## src/design/assert_macros.svh

```systemverilog
// Assertion helpers shared by the block's modules.
// Each expects signals named clk and rst_n in the module that uses it.
`ifndef ASSERT_MACROS_SVH
`define ASSERT_MACROS_SVH

// Hold prop at every clock edge outside reset.
`define TPF_ASSERT(lbl, prop, msg) \
  lbl: assert property (@(posedge clk) disable iff (!rst_n) prop) else $error(msg);

// Never let cond be true outside reset.
`define TPF_ASSERT_NEVER(lbl, cond, msg) \
  `TPF_ASSERT(lbl, !(cond), msg)

`endif

```

## src/design/tpf_pkg.sv

```systemverilog
package tpf_pkg;

  localparam int TABLE_DEPTH_DEF = 512;
  localparam int MIDQ_DEPTH      = 4;
  localparam int OUTQ_DEPTH      = 16;

  localparam logic [31:0] CUTOFF_SQUARED_RST  = 32'd589824;
  localparam logic [31:0] INV_BIN_SQUARED_RST = 32'd3633607;

  typedef enum logic {
    ACT_LOAD = 1'b0,
    ACT_PAIR = 1'b1
  } action_t;

  typedef enum logic {
    CFG_CUTOFF_SQUARED  = 1'b0,
    CFG_INV_BIN_SQUARED = 1'b1
  } cfg_idx_t;

  // Classified request handed from front to back.
  typedef struct packed {
    logic             is_load;
    logic             skip;
    logic [8:0]       entry_index;
    logic [31:0]      entry_value;
    logic [2:0][23:0] mag;
    logic [2:0]       d_neg;
    logic [31:0]      first_mass;
    logic [31:0]      second_mass;
  } req_t;

  typedef struct packed {
    logic [47:0] force_x;
    logic [47:0] force_y;
    logic [47:0] force_z;
    logic        interacted;
  } res_t;

endpackage

```

## src/design/tpf_front.sv

```systemverilog
module tpf_front
  import tpf_pkg::*;
(
  input  logic             action,
  input  logic [8:0]       entry_index,
  input  logic [31:0]      entry_value,
  input  logic [2:0][31:0] first_pos,
  input  logic [2:0][31:0] second_pos,
  input  logic [31:0]      first_mass,
  input  logic [31:0]      second_mass,
  input  logic             same_particle,
  output req_t             req
);

  logic [2:0][32:0] diff;
  logic [2:0][32:0] mag_full;
  logic [2:0]       far;

  always_comb begin
    for (int k = 0; k < 3; k++) begin
      diff[k]     = {first_pos[k][31], first_pos[k]} - {second_pos[k][31], second_pos[k]};
      mag_full[k] = diff[k][32] ? (~diff[k] + 33'd1) : diff[k];
      // any axis at or beyond 2^24 is outside every cutoff
      far[k]      = |mag_full[k][32:24];
    end
  end

  always_comb begin
    req.is_load     = (action == ACT_LOAD);
    req.skip        = same_particle | (|far);
    req.entry_index = entry_index;
    req.entry_value = entry_value;
    for (int k = 0; k < 3; k++) begin
      req.mag[k]   = mag_full[k][23:0];
      req.d_neg[k] = diff[k][32];
    end
    req.first_mass  = first_mass;
    req.second_mass = second_mass;
  end

endmodule

```

## config.mk

```make
export PLATFORM = sky130hd
export DESIGN_NAME = tpf_front
export DESIGN_NICKNAME = d
export VERILOG_FILES = /design/src/design/assert_macros.svh /design/src/design/tpf_pkg.sv /design/src/design/tpf_front.sv
export SDC_FILE = /design/constraint.sdc
export NUM_CORES = 1
export LEC_CHECK = 0
export BUFFER_PORTS_ARGS = -buffer_cell sky130_fd_sc_hd__buf_2
export CAP_MARGIN = 20
export CORE_AREA = 2 2 189 191
export DETAILED_ROUTE_END_ITERATION = 16
export DIE_AREA = 0 0 191 193
export GPL_TIMING_DRIVEN = 0
export SYNTH_ARGS = -nofsm -noshare
export SYNTH_HDL_FRONTEND = slang
export SYNTH_SLANG_ARGS = --single-unit
```

## constraint.sdc

```tcl
create_clock -name vclk -period 5.7
set_input_delay 1.14 -clock vclk [all_inputs]
set_output_delay 1.14 -clock vclk [all_outputs]
set_load 0.02 [all_outputs]
```

==> results.toml <==
[status]
run_status = "complete, but fails checks"
violations = "setup timing"

[timing]
tightestPinTransition_ns = 0.769
fin_hold_ws_ns = 2.50
finalWorstSetupSlack_ns = -0.518
timing.final.hold_violations = 0
slew_headroom_pct = 48.4
min_period_over_period_pct = 109
min_period_ns = 6.22
finalMaxSlewViolations = 0
finalSetupViolations = 1
fin_setup_tns_ns = -0.518
fmax_ghz = 0.161
rsz0062_at_grt = "yes"

[setup_path]
path_cells = "buf_2, inv_6, ha_4, buf_6, a21o_4, a21o_1, o2111ai_1, nand3b_1, o21ai_1, a31oi_4, buf_4, nand2b_1, o2111ai_1, or4_1, or4_4, nor4_2, nand4_1, buf_6"
max_stage_delay_ns = 0.54
cp.arrival_ns = 5.08
crit_type = "primary input to primary output"
end_kind = "primary output"
cp.required_ns = 4.56
path_max_fanout = 10
crit_path_start = "second_pos[4]"
crit_slowest_cell = "or4_4"
start_kind = "primary input"

[route]
first_pass_iters = 5
route.vias.total = 13042
route.met2.wl_mm = 18.9
drt_wl_total_mm = 38.0
drt_iter0_markers = 626
via_per_inst = 5.29
route.detailed.wl_per_inst_um = 15.4
dr.max_layer_used = "met4"
wl_met3_mm = 2.14
remaining_drc_errors = 0
ant_nets = 0
met1Wirelength_mm = 16.5

[finish]
syn_to_final_growth_pct = 38.1
finalNetCount = 2406
final_core_util_pct = 40.5
drive_above_1_share_pct = 36.7
seq_cell_count = 0
nClkBuffers = 0
nFillCells = 3768
multi_input_area_sq_um = 9650
register_area_sq_um = 0
final_cells = 2465
final_area_sq_um = 14200

[synth]
syn_avg_cell_area_sq_um = 6.50
netlist_area_sq_um = 10300
yosysSeqAreaShare_pct = 0
syn-num-nets = 1979
yosysUniqueCellTypes = 95
ys_warn_count = 0
synthCells = 1578

[pwr]
cellPowerDensity_nw_per_um2 = 159
power_mw = 2.25
p_leak_nw = 6.62
ir_drop_mv = 0.112

[floorplan]
pin_count = 481
dieArea_sq_um = 36900
start_util_pct = 29.3
die_h_um = 193
std_cell_rows = 69
core-area_sq_um = 35000
die_w_um = 191

[grt]
overflow = 0
grt_max_degree = 11
grt_usage_pct = 18.5
grt_antenna_before_repair = 1
grt_pass1_wl_mm = 57.3
grt_pass1_vias = 11744

[placed_design]
numPortBuffers = 376
dp.cells = 2415
pre_cts_slack_ns = -1.00
dp_hpwl_mm = 32.1
gp_congestion = 0.943
dpl_cell_area_sq_um = 12900

[hold_path]
hp-class = "primary input to primary output"
hold_path_startpoint = "entry_value[2]"

[run]
drv_cap = 0
path summary, 6_finish.rpt:
path / endpoint / slack [ns] / cells past startpoint
setup / recovery: req[180] / -0.52 / 18
hold / removal: req[141] / 2.50 / 2
layout by cell type, fill, tap and decap left out, drive strengths merged, types with 10 or more instances in the layout:
cell type	instances
nand2b	17
o21a	25
nor4	16
a21oi	147
buf	554
inv	138
and3	27
nor3	27
nor2	107
nor2b	13
o31ai	12
a31oi	24
a211oi	12
o211ai	34
xor2	34
a21o	27
a21boi	10
nand4	25
or2	10
o2111ai	21
and2	25
and4	12
or3	31
nand2	140
clkbuf	32
o21ai	106
or4	11
nand3	44
xnor2	82
ha	99
layout make-up:
class	count	share of cell area [%]
timing repair buffer	437	16.7
antenna	1	0.0177
multi-input combinational	1278	68.2
buffer	149	7.25
inverter	139	3.77
tap	461	4.07
synthesized netlist by cell type (all sizes together), types with 31 or more instances:
cell / n / area (sq um)
buf: 122 / 883
xnor2: 82 / 718
ha: 99 / 1240
nand2: 140 / 526
o21ai: 106 / 534
a21oi: 147 / 754
o211ai: 34 / 255
nand3: 44 / 220
or3: 31 / 194
inv: 138 / 518
xor2: 34 / 298
clkbuf: 39 / 146
nor2: 107 / 402
metal layers:
layer	track usage [%]	vias up
met1	23.7	6047
met4	2.74	0
li1	-	6527
met3	1.27	33
met5	0	-
met2	34.5	435
report_power, final:
part           internal, mW    total [mW]  switching, mW  leakage [nW]
clock          0.0000000235  0.0000000235              0    0.00000634
combinational         0.877          2.25           1.37          6.62
sequential                0             0              0             0
kinds of logic after synthesis:
family	after synthesis	synth area share [%]
and+or+nand+nor	540	28.1
AOI/OAI and AO/OA	509	33.1
buffers and inverters	300	15.1
xor gates and xnor gates	116	9.91
adders and majority gates	102	12.7
muxes	11	1.10
critical path, delay by kind of cell:
family                   cells  cell delay (ns)
AND/OR/NAND/NOR              6             1.72
AO/OA/AOI/OAI                6             1.36
buffers and inverters        5             0.62
adder cells (fa/ha/maj)      1             0.22
repair_timing:
item                       in CTS  in global routing
pin swaps                      41                 29
setup endpoints to repair      27                 32
gates resized for setup        81                 96
setup buffers                  35                 26
hold buffers                    0                  0
(Power assumes the default switching activity.)
