**config.mk**
```make
export PLATFORM = sky130hd
export DESIGN_NAME = tpf_fifo
export DESIGN_NICKNAME = d
export VERILOG_FILES = /design/src/design/tpf_pkg.sv /design/src/design/tpf_fifo.sv
export VERILOG_INCLUDE_DIRS = /design/src /design/src/design
export SDC_FILE = /design/constraint.sdc
export NUM_CORES = 1
export LEC_CHECK = 0
export BUFFER_PORTS_ARGS = -buffer_cell sky130_fd_sc_hd__buf_2
export CAP_MARGIN = 20
export CORE_ASPECT_RATIO = 1.75
export CORE_MARGIN = 4
export CORE_UTILIZATION = 40
export CTS_BUF_LIST = sky130_fd_sc_hd__clkbuf_4 sky130_fd_sc_hd__clkbuf_8 sky130_fd_sc_hd__clkbuf_16
export CTS_CLUSTER_SIZE = 10
export DETAILED_ROUTE_END_ITERATION = 8
export PLACE_DENSITY = 0.69
export SYNTH_ARGS = -nofsm -noshare
export SYNTH_HDL_FRONTEND = slang
export SYNTH_SLANG_ARGS = --single-unit
```
**constraint.sdc**
```tcl
create_clock -name clk -period 5.3 [get_ports clk]
set_clock_uncertainty 0.2 [all_clocks]
set_input_delay 0.795 -clock clk [delete_from_list [all_inputs] [get_ports clk]]
set_output_delay 0.795 -clock clk [all_outputs]
set_load 0.005 [all_outputs]
```
**src/design/assert_macros.svh**
```systemverilog
// Assertion helpers shared by the block's modules.
// Each expects signals named clk and rst_n in the module that uses it.
`ifndef ASSERT_MACROS_SVH
`define ASSERT_MACROS_SVH

// Hold prop at every clock edge outside reset.
`define TPF_ASSERT(lbl, prop, msg) \
  lbl: assert property (@(posedge clk) disable iff (!rst_n) prop) else $error(msg);

// Never let cond be true outside reset.
`define TPF_ASSERT_NEVER(lbl, cond, msg) \
  `TPF_ASSERT(lbl, !(cond), msg)

`endif

```
**src/design/tpf_pkg.sv**
```systemverilog
package tpf_pkg;

  localparam int TABLE_DEPTH_DEF = 512;
  localparam int MIDQ_DEPTH      = 4;
  localparam int OUTQ_DEPTH      = 16;

  localparam logic [31:0] CUTOFF_SQUARED_RST  = 32'd589824;
  localparam logic [31:0] INV_BIN_SQUARED_RST = 32'd3633607;

  typedef enum logic {
    ACT_LOAD = 1'b0,
    ACT_PAIR = 1'b1
  } action_t;

  typedef enum logic {
    CFG_CUTOFF_SQUARED  = 1'b0,
    CFG_INV_BIN_SQUARED = 1'b1
  } cfg_idx_t;

  // Classified request handed from front to back.
  typedef struct packed {
    logic             is_load;
    logic             skip;
    logic [8:0]       entry_index;
    logic [31:0]      entry_value;
    logic [2:0][23:0] mag;
    logic [2:0]       d_neg;
    logic [31:0]      first_mass;
    logic [31:0]      second_mass;
  } req_t;

  typedef struct packed {
    logic [47:0] force_x;
    logic [47:0] force_y;
    logic [47:0] force_z;
    logic        interacted;
  } res_t;

endpackage

```
**src/design/tpf_fifo.sv**
```systemverilog
`include "assert_macros.svh"

module tpf_fifo
  import tpf_pkg::*;
#(
  parameter int WIDTH = 8,
  parameter int DEPTH = MIDQ_DEPTH
) (
  input  logic             clk,
  input  logic             rst_n,
  input  logic             wr_en,
  input  logic [WIDTH-1:0] wr_data,
  input  logic             rd_en,
  output logic [WIDTH-1:0] rd_data,
  output logic             full,
  output logic             empty
);

  localparam int AW = $clog2(DEPTH);
  localparam int CW = $clog2(DEPTH + 1);

  logic [WIDTH-1:0] mem_r [DEPTH];
  logic [AW-1:0]    wr_ptr_r, wr_ptr_nxt;
  logic [AW-1:0]    rd_ptr_r, rd_ptr_nxt;
  logic [CW-1:0]    count_r, count_nxt;

  always_comb begin
    wr_ptr_nxt = wr_ptr_r;
    rd_ptr_nxt = rd_ptr_r;
    count_nxt  = count_r;
    if (wr_en) begin
      wr_ptr_nxt = (wr_ptr_r == AW'(DEPTH - 1)) ? '0 : wr_ptr_r + 1'b1;
    end
    if (rd_en) begin
      rd_ptr_nxt = (rd_ptr_r == AW'(DEPTH - 1)) ? '0 : rd_ptr_r + 1'b1;
    end
    if (wr_en && !rd_en) begin
      count_nxt = count_r + 1'b1;
    end else if (rd_en && !wr_en) begin
      count_nxt = count_r - 1'b1;
    end
  end

  always_ff @(posedge clk) begin
    if (!rst_n) begin
      wr_ptr_r <= '0;
      rd_ptr_r <= '0;
      count_r  <= '0;
    end else begin
      wr_ptr_r <= wr_ptr_nxt;
      rd_ptr_r <= rd_ptr_nxt;
      count_r  <= count_nxt;
    end
  end

  always_ff @(posedge clk) begin
    if (wr_en) begin
      mem_r[wr_ptr_r] <= wr_data;
    end
  end

  assign rd_data = mem_r[rd_ptr_r];
  assign full    = (count_r == CW'(DEPTH));
  assign empty   = (count_r == '0);

  `TPF_ASSERT_NEVER(a_fifo_overflow, wr_en && full, "write into a full queue")
  `TPF_ASSERT_NEVER(a_fifo_underflow, rd_en && empty, "read from an empty queue")

endmodule

```
==> qor.txt, run 1 <==
status - complete, no violations
number of cells upsized or downsized after cts - 0
number of antenna violations at the first check in global routing - 0
TritonCTS clock tree - built
layout cells sized above 1 - 0.327
internal portion of total power - 521 uW
worst-path fanout max - 8
Critical Path RT - 4.30 ns
Final Slew Violations - 0
post-route fraction of the period consumed by the critical path - 0.500
number of standard cells in the final layout excluding fillers - 161
cell count after placement - 153
endpoint arrival time on the critical path - 1.65 ns
DRT Pass-1 Iters - 3
part of the total power dissipated in combinational logic - 0.102
vias - 793
number of enable flip-flop cells after synthesis - 32
number of H-tree branching levels - 2
first-pass GRT wire length - 4060 um
endpoints failing hold - 0
area of the mapped netlist - 0.00162 sq mm
launching element type of the critical path - flip-flop
Area growth, synth to finish - 15.5%
Post-route DRC - 0
clock-pin slew on the worst setup and hold paths - 0.07 ns
width of the chip - 56.0 um
vias in the first global route - 855
switching power as a share of total power - 0.211
post-layout min period - 2.65 ns
synth warn - 0
maximum number of pins on one net before global-route repair - 13
post-DR vias/cell - 4.93
Seq cells post-synth - 41
average routed wire per standard cell - 14.8 um
clock latency of the later-clocked register in the worst-skew pair - 0.28 ns
Syn Nets - 105
half-perimeter wire length of the detailed placement result - 1810 um
portion of synthesized cell area occupied by the leading cell type - 0.595
IR drop worst, VDD - 0.197 mV
Setup CP Type - flip-flop to output pin
top post-synthesis cells by area - sky130_fd_sc_hd__edfxtp_1, sky130_fd_sc_hd__dfxtp_1, sky130_fd_sc_hd__mux4_2
Hold Buf Count CTS - 0
max frequency - 0.377 GHz
# nets final - 131
overall power consumption - 660 uW
Main synth FF type - sky130_fd_sc_hd__edfxtp_1
power density over the cells - 354 mW/mm^2
worst min-delay path class - flip-flop to flip-flop
fin util - 0.478
Post-Route Setup TNS - 0 ns
total congestion overflow - 0
final setup fails - 0
io pins - 22
floorplan die area - 0.00516 sq mm
gr usage total - 0.104
total setup buffers inserted after CTS - 0
standby leakage power - 0.686 nW
placer's final routability congestion estimate - 0.650
per-instance average area after synthesis - 18.8 sq um
maximum clock path buffer count - 2
antenna cell count - 0
die height - 92.1 um
drt first-iter violations - 18
power share of the clock group - 0.322
remaining antenna violation count - 0
max cap viols - 0
top cells by instance count after synthesis - sky130_fd_sc_hd__edfxtp_1, sky130_fd_sc_hd__dfxtp_1, sky130_fd_sc_hd__mux4_2
sequential area share after synthesis - 0.706
synthesized instance count - 86
CTS root buffer - sky130_fd_sc_hd__clkbuf_8
element type at the critical path end - output pin
setup repair after global routing missed its margin - false
number of CTS-inserted buffers - 5
initial core utilization - 0.414
asr flop ratio synth - 0
total wire length - 2390 um
Core Area - 0.00390 sq mm
number of sinks on the clock net - 41
actual transition at the worst max-transition pin - 0.524 ns
total of buffers placed on input and output ports - 21
cell with the most instances after synthesis - sky130_fd_sc_hd__edfxtp_1
power dissipated by switching net loads - 139 uW
Yosys top cell by area - sky130_fd_sc_hd__edfxtp_1
worst slew margin relative to its limit - 0.650
Row Count - 30
sequential power share - 0.575
synth unique cells - 20
layout by cell type, fill, tap and decap left out:
cell	synthesis	final
sky130_fd_sc_hd__ha_1	6	6
sky130_fd_sc_hd__o21a_1	1	1
sky130_fd_sc_hd__a21boi_1	1	1
sky130_fd_sc_hd__clkinv_2	0	1
sky130_fd_sc_hd__or3_1	1	1
sky130_fd_sc_hd__mux4_2	8	8
sky130_fd_sc_hd__and2_1	5	5
sky130_fd_sc_hd__buf_2	0	21
sky130_fd_sc_hd__nor3_1	2	2
sky130_fd_sc_hd__fa_1	1	1
sky130_fd_sc_hd__clkbuf_8	0	7
sky130_fd_sc_hd__nor2_1	1	1
sky130_fd_sc_hd__xor2_1	1	1
sky130_fd_sc_hd__o21ai_0	1	1
sky130_fd_sc_hd__nor3b_1	1	1
sky130_fd_sc_hd__nor2b_1	5	5
sky130_fd_sc_hd__dfxtp_1	9	9
sky130_fd_sc_hd__xnor2_1	1	1
sky130_fd_sc_hd__edfxtp_1	32	32
sky130_fd_sc_hd__mux2i_1	4	4
sky130_fd_sc_hd__inv_1	4	4
power groups by stage:
stage                     logic [mW]  clock network [mW]  registers, mW
after global placement        0.0653                   0          0.386
after detailed placement      0.0688                   0          0.387
after global routing          0.0767               0.235          0.382
final                         0.0675               0.213          0.379
after CTS                     0.0691               0.219          0.380
after floorplan               0.0468                   0          0.380
cell families after synthesis:
kind of cell	share of synthesized area
mux	0.136
flops	0.706
simple gates	0.0558
compound gates	0.0124
xor+xnor	0.0108
fa+ha+maj	0.0589
buf+inv	0.0194
through the flow:
step                setup slack (ns)  cell area [sq um]  hold WS, ns
floorplan                       3.04               1620        0.265
global placement                2.89               1760        0.279
detailed placement              2.77               1760        0.305
CTS                             2.59               1870        0.316
global route                    2.53               1870        0.380
finish                          2.65               1870        0.309
worst paths after layout:
kind         slack, ns  cells past startpoint        from         end
max               2.65                      2   flip-flop  rd_data[1]
min               0.31                      2  count_r[2]  count_r[2]
max reg2reg       3.60                      4  count_r[0]  count_r[2]
min reg2reg       0.31                      2  count_r[2]  count_r[2]
layout make-up:
class | count | area [sq um]
Clock inverter | 1 | 5.00
Tap cell | 48 | 60.1
Inverter | 4 | 15.0
Fill cell | 355 | 2040
Multi-Input combinational cell | 39 | 443
Timing Repair Buffer | 21 | 105
Clock buffer | 7 | 96.3
Sequential cell | 41 | 1140
registers in the layout, summed over array words and instances (netlist names), named ones only:
name      flops
rd_ptr_r      2
count_r       3
wr_ptr_r      2
mem_r        32
layer usage:
metal,vias to the layer above,GRT usage,wire [um]
met4,0,0.0416,38
li1,379,-,-
met5,-,0,0
met3,4,0.0352,111
met1,389,0.107,873
met2,21,0.188,1370
worst max-delay path: stages (launching register included):
cell                      delay (ns)
sky130_fd_sc_hd__dfxtp_1        0.65
sky130_fd_sc_hd__mux4_2         0.58
sky130_fd_sc_hd__buf_2          0.14
No activity file was read; power rests on OpenSTA's default activity.
==> inputs of run 2 (changes only) <==
Settings changed: PLACE_DENSITY 0.69 to 0.71.
Clock period 5.3 ns to 2.32 ns, I/O delays scaled along.
==> qor.txt, run 2 (synthesized netlist as in run 1, its figures left out) <==
status - complete, no violations (unchanged)
max cap viols - 0 (unchanged)
pre-CTS setup slack - 0.272 ns (was 2.77 ns)
standby leakage power - 0.684 nW (was 0.686 nW)
internal portion of total power - 1.15 mW (was 521 uW)
maximum clock path buffer count - 2 (unchanged)
endpoints failing hold - 0 (unchanged)
DRT Pass-1 Iters - 3 (unchanged)
Fillers - 357 (was 355)
dpl cell area - 0.00177 sq mm (was 0.00176 sq mm)
gr usage total - 0.105 (was 0.104)
post-DR vias/cell - 4.86 (was 4.93)
number of sinks on the clock net - 41 (unchanged)
cell count after placement - 154 (was 153)
# nets final - 132 (was 131)
clock-pin slew on the worst setup and hold paths - 0.07 ns (about the same)
power density over the cells - 787 mW/mm^2 (was 354 mW/mm^2)
part of the total power dissipated in combinational logic - 0.109 (was 0.102)
Post-route DRC - 0 (unchanged)
Hold Buf Count CTS - 0 (unchanged)
worst stage delay on the critical path - 0.52 ns (was 0.65 ns)
sequential power share - 0.589 (was 0.575)
half-perimeter wire length of the detailed placement result - 1750 um (was 1810 um)
antenna cell count - 0 (unchanged)
post-layout min period - 2.00 ns
worst slew margin relative to its limit - 0.721 (was 0.650)
setup repair after global routing missed its margin - false (unchanged)
cell at the slowest stage of the critical path - sky130_fd_sc_hd__mux4_2 (was sky130_fd_sc_hd__dfxtp_1)
Post-Route Setup TNS - 0 ns (unchanged)
worst-path fanout max - 8 (unchanged)
total wire length - 2320 um (was 2390 um)
Setup CP Type - flip-flop to output pin (unchanged)
worst min-delay path class - primary input to flip-flop (was flip-flop to flip-flop)
switching power as a share of total power - 0.211 (about the same)
remaining antenna violation count - 0 (unchanged)
setup slack of the critical path after layout - 0.319 ns (was 2.65 ns)
TritonCTS clock tree - built (unchanged)
IR drop worst, VDD - 0.441 mV (was 0.197 mV)
most frequent cells in the layout - sky130_fd_sc_hd__edfxtp_1, sky130_fd_sc_hd__buf_2, sky130_fd_sc_hd__dfxtp_1 (unchanged)
initial core utilization - 0.414 (unchanged)
maximum number of pins on one net before global-route repair - 13 (unchanged)
register name with the most flops - mem_r (unchanged)
average routed wire per standard cell - 14.3 um (was 14.8 um)
fin util - 0.476 (was 0.478)
Row Count - 30 (unchanged)
placer's final routability congestion estimate - 0.678 (was 0.650)
number of cells upsized or downsized after cts - 0 (unchanged)
total of buffers placed on input and output ports - 21 (unchanged)
number of CTS-inserted buffers - 5 (unchanged)
element type at the critical path end - output pin (unchanged)
power dissipated by switching net loads - 308 uW (was 139 uW)
number of standard cells in the final layout excluding fillers - 162 (was 161)
Critical Path RT - 1.77 ns (was 4.30 ns)
floorplan die area - 0.00516 sq mm (unchanged)
Final Slew Violations - 0 (unchanged)
max frequency - 0.500 GHz
layout cells sized above 1 - 0.325 (was 0.327)
number of antenna violations at the first check in global routing - 0 (unchanged)
width of the chip - 56.0 um (unchanged)
Area growth, synth to finish - 15.1% (was 15.5%)
total setup buffers inserted after CTS - 0 (unchanged)
CTS root buffer - sky130_fd_sc_hd__clkbuf_8 (unchanged)
number of H-tree branching levels - 2 (unchanged)
post-route fraction of the period consumed by the critical path - 0.862
Largest regs - mem_r: 32 flops, count_r: 3 flops (unchanged)
actual transition at the worst max-transition pin - 0.419 ns (was 0.524 ns)
cells traversed along the worst timing path - buf_4 > mux4_2 > buf_2 (was mux4_2 > buf_2)
most common cell after layout, fill and taps aside - sky130_fd_sc_hd__edfxtp_1 (unchanged)
total congestion overflow - 0 (unchanged)
vias in the first global route - 868 (was 855)
clock latency of the later-clocked register in the worst-skew pair - 0.28 ns (about the same)
Largest register FFs - 32 (unchanged)
power share of the clock group - 0.302 (was 0.322)
final hold slack - 0.0780 ns (was 0.309 ns)
drt first-iter violations - 13 (was 18)
launching element type of the critical path - flip-flop (unchanged)
final setup fails - 0 (unchanged)
endpoint arrival time on the critical path - 1.45 ns (was 1.65 ns)
final design instance area without fill - 0.00186 sq mm (was 0.00187 sq mm)
Core Area - 0.00390 sq mm (unchanged)
overall power consumption - 1.46 mW (was 660 uW)
first-pass GRT wire length - 4020 um (was 4060 um)
die height - 92.1 um (unchanged)
vias - 787 (was 793)
io pins - 22 (unchanged)
## run 2: cell types whose count changed in the layout (fill, tap and decap cells not counted), sizes merged
cell  previous run  this run
buf             21        22
## run 2: path summary, 6_finish.rpt
kind,cells after the start,slack [ns],startpoint,endpoint
max,3,0.32,flip-flop,rd_data[6]
min,1,0.08,wr_data[0],mem_r[3][0]
max reg2reg,4,0.63,count_r[0],count_r[2]
min reg2reg,2,0.35,rd_ptr_r[1],rd_ptr_r[1]
## run 2: area by class of cell
type | count | area [sq um] | share of cell area
inverter | 4 | 15.0 | 0.00808
clock buffer | 7 | 83.8 | 0.0451
tap | 48 | 60.1 | 0.0323
multi-input combinational | 39 | 443 | 0.238
timing repair buffer | 22 | 113 | 0.0606
clock inverter | 1 | 3.75 | 0.00202
sequential | 41 | 1140 | 0.614
## run 2: power by group through the flow
stage | Sequential [mW] | Combinational, mW | Clock, mW
2_1_floorplan | 0.868 | 0.107 | 0
3_3_place_gp | 0.875 | 0.158 | 0
3_5_place_dp | 0.879 | 0.164 | 0
4_1_cts | 0.863 | 0.165 | 0.463
5_1_grt | 0.865 | 0.182 | 0.499
6_report | 0.862 | 0.160 | 0.441
## run 2: worst max-delay path, delay by kind of cell, from the launching register on
kind	cells	cell delay (ns)
flops	1	0.31
buf+inv	2	0.34
mux	1	0.52
## run 2: per-layer routing
layer | part of all wire | global-route usage | routed length (um) | vias to the layer above
li1 | - | - | - | 377
met1 | 0.36 | 0.105 | 826 | 387
met2 | 0.58 | 0.185 | 1340 | 17
met3 | 0.040 | 0.0338 | 94 | 6
met4 | 0.027 | 0.0614 | 63 | 0
met5 | 0 | 0 | 0 | -
==> inputs of run 3 (changes only) <==
Settings changed: CORE_MARGIN 4 to not set, PLACE_DENSITY 0.71 to not set, PLACE_DENSITY_LB_ADDON set to 0.2.
==> qor.txt, run 3 (synthesized netlist as in run 1, its figures left out) <==
status - complete, no violations (unchanged)
endpoint arrival time on the critical path - 1.45 ns (about the same)
most common cell after layout, fill and taps aside - sky130_fd_sc_hd__edfxtp_1 (unchanged)
number of H-tree branching levels - 2 (unchanged)
setup repair after global routing missed its margin - false (unchanged)
most frequent cells in the layout - sky130_fd_sc_hd__edfxtp_1, sky130_fd_sc_hd__buf_2, sky130_fd_sc_hd__dfxtp_1 (unchanged)
Core Area - 0.00387 sq mm (was 0.00390 sq mm)
layout cells sized above 1 - 0.333 (was 0.325)
final design instance area without fill - 0.00189 sq mm (was 0.00186 sq mm)
average routed wire per standard cell - 14.0 um (was 14.3 um)
IR drop worst, VDD - 0.589 mV (was 0.441 mV)
maximum number of pins on one net before global-route repair - 13 (unchanged)
first-pass GRT wire length - 3780 um (was 4020 um)
final hold slack - 0.0716 ns (was 0.0780 ns)
endpoints failing hold - 0 (unchanged)
worst flop-to-flop path endpoint - count_r[2] (unchanged)
highest layer used for signal routing - met4 (unchanged)
width of the chip - 50.0 um (was 56.0 um)
half-perimeter wire length of the detailed placement result - 1680 um (was 1750 um)
DRT Pass-1 Iters - 4 (was 3)
drt first-iter violations - 6 (was 13)
Final Slew Violations - 0 (unchanged)
Critical Path RT - 1.77 ns (about the same)
total congestion overflow - 0 (unchanged)
die height - 86.1 um (was 92.1 um)
R2R depth - 4 (unchanged)
TritonCTS clock tree - built (unchanged)
total wire length - 2270 um (was 2320 um)
Reg2Reg Launch Point - count_r[0] (unchanged)
vias in the first global route - 830 (was 868)
gr usage total - 0.124 (was 0.105)
Largest regs - mem_r: 32 flops, count_r: 3 flops (unchanged)
worst-case register-to-register setup slack - 0.62 ns (was 0.63 ns)
launching element type of the critical path - flip-flop (unchanged)
total of buffers placed on input and output ports - 21 (unchanged)
final setup fails - 0 (unchanged)
element type at the critical path end - output pin (unchanged)
worst-path fanout max - 8 (unchanged)
max frequency - 0.500 GHz (about the same)
worst slew margin relative to its limit - 0.708 (was 0.721)
actual transition at the worst max-transition pin - 0.438 ns (was 0.419 ns)
Largest register FFs - 32 (unchanged)
floorplan die area - 0.00431 sq mm (was 0.00516 sq mm)
clock latency of the later-clocked register in the worst-skew pair - 0.28 ns (about the same)
number of antenna violations at the first check in global routing - 0 (unchanged)
vias - 792 (was 787)
crit path capture - rd_data[4] (was rd_data[6])
remaining antenna violation count - 0 (unchanged)
maximum clock path buffer count - 2 (unchanged)
worst min-delay path class - primary input to flip-flop (unchanged)
Setup CP Type - flip-flop to output pin (unchanged)
Fillers - 341 (was 357)
register name with the most flops - mem_r (unchanged)
routed metal-1 wire length - 892 um (was 826 um)
# nets final - 132 (unchanged)
power density over the cells - 824 mW/mm^2 (was 787 mW/mm^2)
standby leakage power - 0.697 nW (was 0.684 nW)
total met2 wirelength after detailed routing - 1240 um (was 1340 um)
met3 wire len - 88 um (was 94 um)
CTS root buffer - sky130_fd_sc_hd__clkbuf_8 (unchanged)
post-route fraction of the period consumed by the critical path - 0.862 (about the same)
number of CTS-inserted buffers - 5 (unchanged)
Area growth, synth to finish - 16.8% (was 15.1%)
Post-Route Setup TNS - 0 ns (unchanged)
antenna cell count - 0 (unchanged)
Row Count - 30 (unchanged)
number of cells upsized or downsized after cts - 0 (unchanged)
clock-pin slew on the worst setup and hold paths - 0.07 ns (about the same)
max cap viols - 0 (unchanged)
number of standard cells in the final layout excluding fillers - 162 (unchanged)
initial core utilization - 0.418 (was 0.414)
Hold Buf Count CTS - 0 (unchanged)
io pins - 22 (unchanged)
placer's final routability congestion estimate - 0.642 (was 0.678)
number of sinks on the clock net - 41 (unchanged)
Post-route DRC - 0 (unchanged)
cell count after placement - 154 (unchanged)
post-layout min period - 2.00 ns (about the same)
total setup buffers inserted after CTS - 0 (unchanged)
post-DR vias/cell - 4.89 (was 4.86)
overall power consumption - 1.56 mW (was 1.46 mW)
dpl cell area - 0.00177 sq mm (unchanged)
[run 3: changes by cell type in the layout (fill, tap and decap cells not counted)]
cell                        previous run  this run
sky130_fd_sc_hd__clkbuf_8              5         6
sky130_fd_sc_hd__clkbuf_4              2         1
sky130_fd_sc_hd__clkbuf_16             0         1
sky130_fd_sc_hd__clkinv_1              1         0
[run 3: per-layer routing]
| metal | track usage | up-vias |
|---|---|---|
| met3 | 0.0443 | 6 |
| met1 | 0.125 | 389 |
| met5 | 0 | - |
| met4 | 0.0623 | 0 |
| met2 | 0.218 | 20 |
| li1 | - | 377 |
[run 3: where the power goes]
group / switching, mW / total [mW] / internal (mW)
combinational: 0.0729 / 0.159 / 0.0863
clock: 0.216 / 0.535 / 0.319
sequential: 0.0260 / 0.861 / 0.835
[run 3: layout make-up]
class	instances	area (sq um)	share of cell area
timing repair buffer	22	113	0.0597
multi-input combinational	39	443	0.235
clock buffer	8	115	0.0610
sequential	41	1140	0.605
tap	48	60.1	0.0318
inverter	4	15.0	0.00796
[run 3: how the worst min path moves through the flow]
stage | startpoint | to | cells after the start
finish | wr_data[7] | mem_r[3][7] | 1
global route | wr_data[7] | mem_r[2][7] | 1
CTS | wr_data[7] | mem_r[2][7] | 1
detailed placement | count_r[2] | count_r[2] | 2
global placement | count_r[2] | count_r[2] | 2
floorplan | wr_data[0] | mem_r[0][0] | 0
[run 3: stage by stage]
| stage | worst slack (ns) | util |
|---|---|---|
| 6_report | 0.321 | 0.488 |
| 5_1_grt | 0.241 | 0.488 |
| 4_1_cts | 0.291 | 0.488 |
| 3_5_place_dp | 0.270 | 0.458 |
| 3_3_place_gp | 0.358 | 0.458 |
| 2_1_floorplan | 0.509 | - |
[run 3: worst max-delay path, cell delays in order, from the launching register on]
cell and delay, ns:
sky130_fd_sc_hd__dfxtp_1 0.31, sky130_fd_sc_hd__buf_4 0.20, sky130_fd_sc_hd__mux4_2 0.51, sky130_fd_sc_hd__buf_2 0.14
